`config.mk`:
```
export PLATFORM = sky130hd
export DESIGN_NAME = compaction_candidate_top_k_unit
export DESIGN_NICKNAME = d
export VERILOG_FILES = /design/src/rtl/core/cctk_pkg.sv /design/src/rtl/core/cctk_rank_cmp.sv /design/src/rtl/core/compaction_candidate_top_k_unit.sv
export SDC_FILE = /design/constraint.sdc
export NUM_CORES = 1
export LEC_CHECK = 0
export BUFFER_PORTS_ARGS = -buffer_cell sky130_fd_sc_hd__buf_4
export CAP_MARGIN = 10
export CORE_AREA = 2 2 255 358
export CTS_CLUSTER_SIZE = 40
export DETAILED_ROUTE_END_ITERATION = 8
export DIE_AREA = 0 0 257 360
export PLACE_DENSITY = 0.45
export SYNTH_ARGS = -nofsm -noshare
export SYNTH_HDL_FRONTEND = slang
export SYNTH_HIERARCHICAL = 1
export SYNTH_SLANG_ARGS = --single-unit
```
`constraint.sdc`:
```
create_clock -name clk -period 9.3 [get_ports clk]
set_clock_uncertainty 0.05 [all_clocks]
set_input_delay 1.86 -clock clk [delete_from_list [all_inputs] [get_ports clk]]
set_output_delay 1.86 -clock clk [all_outputs]
set_load 0.05 [all_outputs]
```
`src/rtl/core/cctk_pkg.sv`:
```
// ----------------------------------------------------------------------------
// cctk_pkg: shared types and codes for the compaction candidate top-K unit
// Holds the list entry layout, the action codes and the sequencer states.
// ----------------------------------------------------------------------------
package cctk_pkg;

  localparam int unsigned SECTOR_W  = 16;
  localparam int unsigned TRAPPED_W = 16;
  localparam int unsigned ROOTS_W   = 16;
  localparam int unsigned LIVE_W    = 32;
  localparam int unsigned FREE_W    = 21;
  localparam int unsigned SIZE_W    = 21;
  localparam int unsigned SLOT_W    = 4;
  localparam int unsigned RANK_W    = 4;
  localparam int unsigned ACTION_W  = 2;
  localparam int unsigned ACC_W     = LIVE_W + 1;

  localparam logic [TRAPPED_W-1:0] TRAPPED_MAX = '1;
  localparam logic [SIZE_W-1:0]    SECTOR_BYTES_RESET = 21'd4096;

  localparam logic [ACTION_W-1:0] ACT_CLEAR = 2'd0;
  localparam logic [ACTION_W-1:0] ACT_OFFER = 2'd1;
  localparam logic [ACTION_W-1:0] ACT_READ  = 2'd2;

  typedef struct packed {
    logic [SECTOR_W-1:0]  sector;
    logic [TRAPPED_W-1:0] trapped;
    logic [ROOTS_W-1:0]   roots;
  } entry_t;

  typedef enum logic [2:0] {
    ST_IDLE,
    ST_SUM,
    ST_TRAP,
    ST_LAST,
    ST_SHIFT,
    ST_EMIT
  } state_t;

endpackage

```
`src/rtl/core/cctk_rank_cmp.sv`:
```
// ----------------------------------------------------------------------------
// cctk_rank_cmp: ranking comparator
// Tells whether one entry strictly ranks above another: non-empty first, then
// more trapped bytes, then more live roots. Equal entries do not rank above.
// ----------------------------------------------------------------------------
module cctk_rank_cmp (
  input  cctk_pkg::entry_t a,
  input  cctk_pkg::entry_t b,
  output logic             above
);
  import cctk_pkg::*;

  always_comb begin
    priority if (a.sector == '0) begin
      above = 1'b0;
    end else if (b.sector == '0) begin
      above = 1'b1;
    end else if (a.trapped != b.trapped) begin
      above = (a.trapped > b.trapped);
    end else begin
      above = (a.roots > b.roots);
    end
  end

endmodule

```
`src/rtl/core/compaction_candidate_top_k_unit.sv`:
```
// ----------------------------------------------------------------------------
// compaction_candidate_top_k_unit: sorted list of the best sectors to compact
// Keeps LIST_DEPTH candidates ordered by trapped bytes, then root count.
// ----------------------------------------------------------------------------
// One item is handled at a time. A clear, a read or an unused action code
// goes straight to the emit step once accepted. An offer first computes its
// trapped space (the byte sum, then the subtract and saturate); the single
// shared ranking comparator then checks it against the last list position
// and, if it ranks above, visits list positions while the offer moves toward
// the front; a rejected offer goes straight to the emit step. A result waits
// in the output register while the next item is accepted; a result that
// finds the register still full waits until it drains.
module compaction_candidate_top_k_unit #(
  parameter int unsigned LIST_DEPTH = 4
) (
  input  logic        clk,
  input  logic        rst,
  // Configuration: sector_bytes.
  input  logic        cfg_we,
  input  logic [20:0] cfg_wdata,
  // Input items.
  input  logic        s_axis_tvalid,
  output logic        s_axis_tready,
  // sector_number[15:0], live_total[47:16], free_bytes[68:48],
  // root_count[84:69], read_slot[88:85], zero fill[95:89]
  input  logic [95:0] s_axis_tdata,
  // action[1:0]
  input  logic [1:0]  s_axis_tuser,
  // Result items.
  output logic        m_axis_tvalid,
  input  logic        m_axis_tready,
  // accepted[0], placed_rank[4:1], entry_sector[20:5], entry_trapped[36:21],
  // entry_roots[52:37], zero fill[55:53]
  output logic [55:0] m_axis_tdata
);
  import cctk_pkg::*;

  localparam int unsigned IDX_W = (LIST_DEPTH > 1) ? $clog2(LIST_DEPTH) : 1;
  localparam logic [IDX_W-1:0] LAST_IDX = IDX_W'(LIST_DEPTH - 1);

  state_t state, state_next;

  logic [SIZE_W-1:0]   sector_bytes;
  entry_t              list [LIST_DEPTH];

  // Captured offer.
  logic [SECTOR_W-1:0] in_sector;
  logic [LIVE_W-1:0]   in_live;
  logic [FREE_W-1:0]   in_free;
  logic [ROOTS_W-1:0]  in_roots;
  logic [ACC_W-1:0]    acc;
  entry_t              cand;
  logic [IDX_W-1:0]    pos;

  // Pending result.
  logic                res_accepted;
  logic [RANK_W-1:0]   res_rank;
  entry_t              res_entry;

  // Decoded input item.
  logic [ACTION_W-1:0] act;
  logic [SLOT_W-1:0]   slot;
  logic                slot_ok;
  logic                in_fire;

  // Shared comparator and its read port.
  logic [IDX_W-1:0]    rd_idx;
  entry_t              rd_entry;
  logic                cand_above;

  // Sequencer controls.
  logic                list_clr;
  logic                list_we;
  logic [IDX_W-1:0]    list_wa;
  entry_t              list_wd;
  logic                pos_load;
  logic                pos_dec;
  logic                res_load;
  logic                res_acc_next;
  logic [RANK_W-1:0]   res_rank_next;
  entry_t              res_entry_next;
  logic                out_load;

  // Trapped space.
  logic [ACC_W:0]      diff;
  logic [TRAPPED_W-1:0] trapped;

  assign act     = s_axis_tuser;
  assign slot    = s_axis_tdata[88:85];
  assign slot_ok = ({1'b0, slot} < 5'(LIST_DEPTH));
  assign in_fire = s_axis_tvalid && s_axis_tready;
  assign s_axis_tready = (state == ST_IDLE);

  assign diff = {{(ACC_W + 1 - SIZE_W){1'b0}}, sector_bytes} - {1'b0, acc};

  always_comb begin
    if (diff[ACC_W]) begin
      trapped = '0;
    end else if (|diff[ACC_W-1:TRAPPED_W]) begin
      trapped = TRAPPED_MAX;
    end else begin
      trapped = diff[TRAPPED_W-1:0];
    end
  end

  always_comb begin
    unique case (state)
      ST_IDLE:  rd_idx = slot_ok ? slot[IDX_W-1:0] : '0;
      ST_LAST:  rd_idx = LAST_IDX;
      ST_SHIFT: rd_idx = (pos != '0) ? pos - IDX_W'(1) : '0;
      default:  rd_idx = '0;
    endcase
  end

  assign rd_entry = list[rd_idx];

  cctk_rank_cmp u_cmp (
    .a     (cand),
    .b     (rd_entry),
    .above (cand_above)
  );

  // Sequencer: next state and controls.
  always_comb begin
    state_next     = state;
    list_clr       = 1'b0;
    list_we        = 1'b0;
    list_wa        = pos;
    list_wd        = cand;
    pos_load       = 1'b0;
    pos_dec        = 1'b0;
    res_load       = 1'b0;
    res_acc_next   = 1'b0;
    res_rank_next  = '0;
    res_entry_next = '0;
    out_load       = 1'b0;
    unique case (state)
      ST_IDLE: begin
        if (in_fire) begin
          res_load = 1'b1;
          if (act == ACT_OFFER) begin
            state_next = ST_SUM;
          end else begin
            state_next = ST_EMIT;
            if (act == ACT_CLEAR) list_clr = 1'b1;
            if (act == ACT_READ && slot_ok) res_entry_next = rd_entry;
          end
        end
      end
      ST_SUM: begin
        state_next = ST_TRAP;
      end
      ST_TRAP: begin
        state_next = ST_LAST;
      end
      ST_LAST: begin
        if (cand_above) begin
          pos_load   = 1'b1;
          state_next = ST_SHIFT;
        end else begin
          state_next = ST_EMIT;
        end
      end
      ST_SHIFT: begin
        list_we = 1'b1;
        if (pos != '0 && cand_above) begin
          // Move the entry ahead down one place; the offer keeps climbing.
          list_wd = rd_entry;
          pos_dec = 1'b1;
        end else begin
          res_load      = 1'b1;
          res_acc_next  = 1'b1;
          res_rank_next = RANK_W'(pos);
          state_next    = ST_EMIT;
        end
      end
      ST_EMIT: begin
        if (!m_axis_tvalid || m_axis_tready) begin
          out_load   = 1'b1;
          state_next = ST_IDLE;
        end
      end
      default: begin
        state_next = ST_IDLE;
      end
    endcase
  end

  always_ff @(posedge clk) begin
    if (rst) begin
      state <= ST_IDLE;
    end else begin
      state <= state_next;
    end
  end

  always_ff @(posedge clk) begin
    if (rst) begin
      sector_bytes <= SECTOR_BYTES_RESET;
    end else if (cfg_we) begin
      sector_bytes <= cfg_wdata;
    end
  end

  always_ff @(posedge clk) begin
    if (rst || list_clr) begin
      for (int i = 0; i < LIST_DEPTH; i++) list[i] <= '0;
    end else if (list_we) begin
      list[list_wa] <= list_wd;
    end
  end

  always_ff @(posedge clk) begin
    if (in_fire) begin
      in_sector <= s_axis_tdata[15:0];
      in_live   <= s_axis_tdata[47:16];
      in_free   <= s_axis_tdata[68:48];
      in_roots  <= s_axis_tdata[84:69];
    end
    if (state == ST_SUM) begin
      acc <= {1'b0, in_live} + {{(ACC_W - FREE_W){1'b0}}, in_free};
    end
    if (state == ST_TRAP) begin
      cand.sector  <= in_sector;
      cand.trapped <= trapped;
      cand.roots   <= in_roots;
    end
    if (pos_load) begin
      pos <= LAST_IDX;
    end else if (pos_dec) begin
      pos <= pos - IDX_W'(1);
    end
    if (res_load) begin
      res_accepted <= res_acc_next;
      res_rank     <= res_rank_next;
      res_entry    <= res_entry_next;
    end
  end

  always_ff @(posedge clk) begin
    if (rst) begin
      m_axis_tvalid <= 1'b0;
    end else if (out_load) begin
      m_axis_tvalid <= 1'b1;
    end else if (m_axis_tready) begin
      m_axis_tvalid <= 1'b0;
    end
  end

  always_ff @(posedge clk) begin
    if (out_load) begin
      m_axis_tdata <= {3'b000, res_entry.roots, res_entry.trapped, res_entry.sector,
                       res_rank, res_accepted};
    end
  end

  // The insertion pointer never leaves the list.
  a_pos_in_list: assert property (@(posedge clk) disable iff (rst)
    (state == ST_SHIFT) |-> (32'(pos) < LIST_DEPTH))
    else $error("insertion pointer beyond the list");

  // A delivered rank always names a list position.
  a_rank_in_list: assert property (@(posedge clk) disable iff (rst)
    m_axis_tvalid |-> (32'(m_axis_tdata[4:1]) < LIST_DEPTH))
    else $error("placed rank beyond the list");

  // A result never carries both an accepted offer and a read entry.
  a_result_kind: assert property (@(posedge clk) disable iff (rst)
    (m_axis_tvalid && m_axis_tdata[0]) |-> (m_axis_tdata[52:5] == '0))
    else $error("offer result carries entry fields");

endmodule
```
==> run metrics <==
final setup vio count 0; CP Capture Type flip-flop; Lkg Pwr 10.0 nW; commonest non-fill, non-tap cells in the layout edfxtp_1, nor2_1, buf_4; crit path DAT 7280 ps; fin. max-slew vios 0; post-DR wirelength/cell 17.3 µm; gp weighted congestion 0.802; Worst Path Max Fanout 47; layout cells sized above 1 15.4%; final antenna-violating net count 0; CP startpoint kind input pin; # clock sinks 487; R2R Setup Slk 3150 ps; largest family of logic cells by synthesized area simple AND/OR/NAND/NOR gates; area share of fa/ha/maj cells after synthesis 4.53%; total setup buffers inserted after CTS 0; Die Wd 257 µm; Tmin final 6870 ps; Die H 360 µm; Skew-Pair Late Insertion Delay 640 ps; post-CTS sizing 0; Post-Synth Simple-Gate Area 9.98%; outcome complete, no violations; TritonCTS clock tree built; Layout area overhead 20.3%; RSZ-0062 raised after global routing false; Vias/cell 4.31; synth warn 6; Distinct cells, synth 65; Max Clk Rate 146 MHz; overall die area 92,500 µm²; Cells after Synth 1,760; cell accounting for the most synthesized area edfxtp_1; setup_tns 0 ps; top post-synthesis cells by area edfxtp_1, mux2i_1, ha_1; Total Routing Usage GR 11.8%; hold buffers post-CTS 0; Synth Area per Inst 12.6 µm²; number of global-route vias before repair 14,400; ys flop type edfxtp_1; detailed placement HPWL 34,600 µm; Core Box Area 89,300 µm²; number of synthesized flops with an enable pin 460; met1 GRT Util 13.7%; drt pass-1 iters 5; via count 13,700; CTS buffer count 55; CTS root buffer clkbuf_16; initial antenna violation count 3; mux cell area share after synthesis 7.45%; Row Count 130; final hold violation count 0; measured slew at the worst slew-check pin 934 ps; Starting Density 24.8%; M2 GR Usage 21.5%; Bufs on Longest Clock Path 3; max-cap violation count 0; total grt overflow 0; htree depth 2; port buffer count 169; synthesis-stage register bit count 487; Synth top area share 62.3%; XOR/XNOR Fraction of Synth Area 1.90%; Remaining DRCs 0; Synth Area in Compound Gates 7.16%; setup ws final 2430 ps; Setup CP Type input pin to flip-flop; I/O pin count 182; Post-Syn Area 22,200 µm²; Final period util 73.9%; commonest non-fill, non-tap cell in the layout edfxtp_1; Reg clk slew, reported paths 60 ps; Final Net Count 2,137; Routed Wire Length 54,800 µm; GR Layer Usage met3 2.23%; PD cells 302 nW/µm²; register area share after synthesis 64.7%; Required @ worst endpoint 9710 ps; largest net degree at the start of global routing 60; worst IR drop on VDD 0.255 mV; antenna cells 0; Hold Path Class flip-flop to flip-flop; wire length of the first global-routing pass 84,000 µm; DP Worst Slack 1710 ps; normalized max-slew margin 37.5%; Most Crowded Layer GR met2; Starting DRT DRC Count 665; asr flop ratio synth 0%
cell families (layout without fill, tap and decap cells):
logic type                 after synthesis  in the layout
other                                    1              5
adders and majority gates               79             79
and+or+nand+nor                        514            514
xor gates and xnor gates                48             48
muxes                                  165            165
DFF                                    487            487
AOI/OAI and AO/OA                      224            224
buffers and inverters                  242            459
worst paths after layout:
path                          startpoint  depth (start not counted)                        to
setup reg to reg   state[2]$_SDFFE_PP0P_                         18  list[0][0]$_SDFFCE_PN0P_
setup / recovery        s_axis_tdata[87]                         18  list[0][0]$_SDFFCE_PN0P_
hold reg to reg   in_roots[14]$_DFFE_PP_                          0        cand[14]$_DFFE_PP_
hold / removal    in_roots[14]$_DFFE_PP_                          0        cand[14]$_DFFE_PP_
synthesized netlist by cell type (17+ instances only):
library cell / n
a21o_1: 61
inv_1: 167
ha_1: 77
a21oi_1: 48
clkbuf_1: 56
xnor2_1: 29
nand2_1: 148
dfxtp_1: 27
xor2_1: 19
edfxtp_1: 460
nor2_1: 256
nor4_1: 17
o21ai_0: 30
mux2i_1: 164
final cells by class:
class / count / area (µm²)
Inverter: 167 / 628
Timing Repair Buffer: 188 / 1450
Tap cell: 1188 / 1490
Sequential cell: 487 / 14400
Multi-Input combinational cell: 1035 / 7000
Clock inverter: 32 / 308
Fill cell: 9094 / 62600
Clock buffer: 72 / 1460
critical path, stage by stage:
cell       delay (ps)
buf_4             110
nor4_1            260
a21boi_0          220
o21ai_4           680
buf_12            420
mux2i_1           130
mux2i_1           270
inv_1              70
ha_1              330
nand4_1           320
a2111oi_0         510
o31ai_1           200
a31oi_1           430
nor2b_4           710
buf_12            310
nand2_1            80
a21o_1            200
nor2_1            130
registers in the layout, indices dropped and copies added, names as in the netlist:
register       flops
acc               33
cand              48
in_free           21
in_live           32
in_roots          16
in_sector         16
list             192
list_wa            2
m_axis_tdata      51
m_axis_tvalid      1
res_accepted       1
res_entry         48
res_rank           2
sector_bytes      21
state              3
metrics by stage:
| stage | utilization [%] | power [mW] | hold WS, ps | instance area, µm² | std cells |
|---|---|---|---|---|---|
| final | 29.9 | 8.06 | 356 | 26700 | 3169 |
| after CTS | 29.9 | 8.21 | 360 | 26700 | 3169 |
| after floorplan | - | 5.15 | 350 | 22200 | 1764 |
| after detailed placement | 27.9 | 6.00 | 355 | 24900 | 3065 |
| after global placement | 27.9 | 5.97 | 354 | 24900 | 3065 |
| after global routing | 29.9 | 8.58 | 363 | 26700 | 3169 |
metal layers:
layer	vias to the layer above	share of wire, %
met5	-	0.057
met4	4	2.9
met3	79	4.5
met2	292	51
met1	6677	41
li1	6617	-
power breakdown:
group / internal [mW] / switching, mW
sequential: 3.10 / 0.212
clock: 1.23 / 0.925
combinational: 0.874 / 1.72
Power figures use the tool's default switching activity.
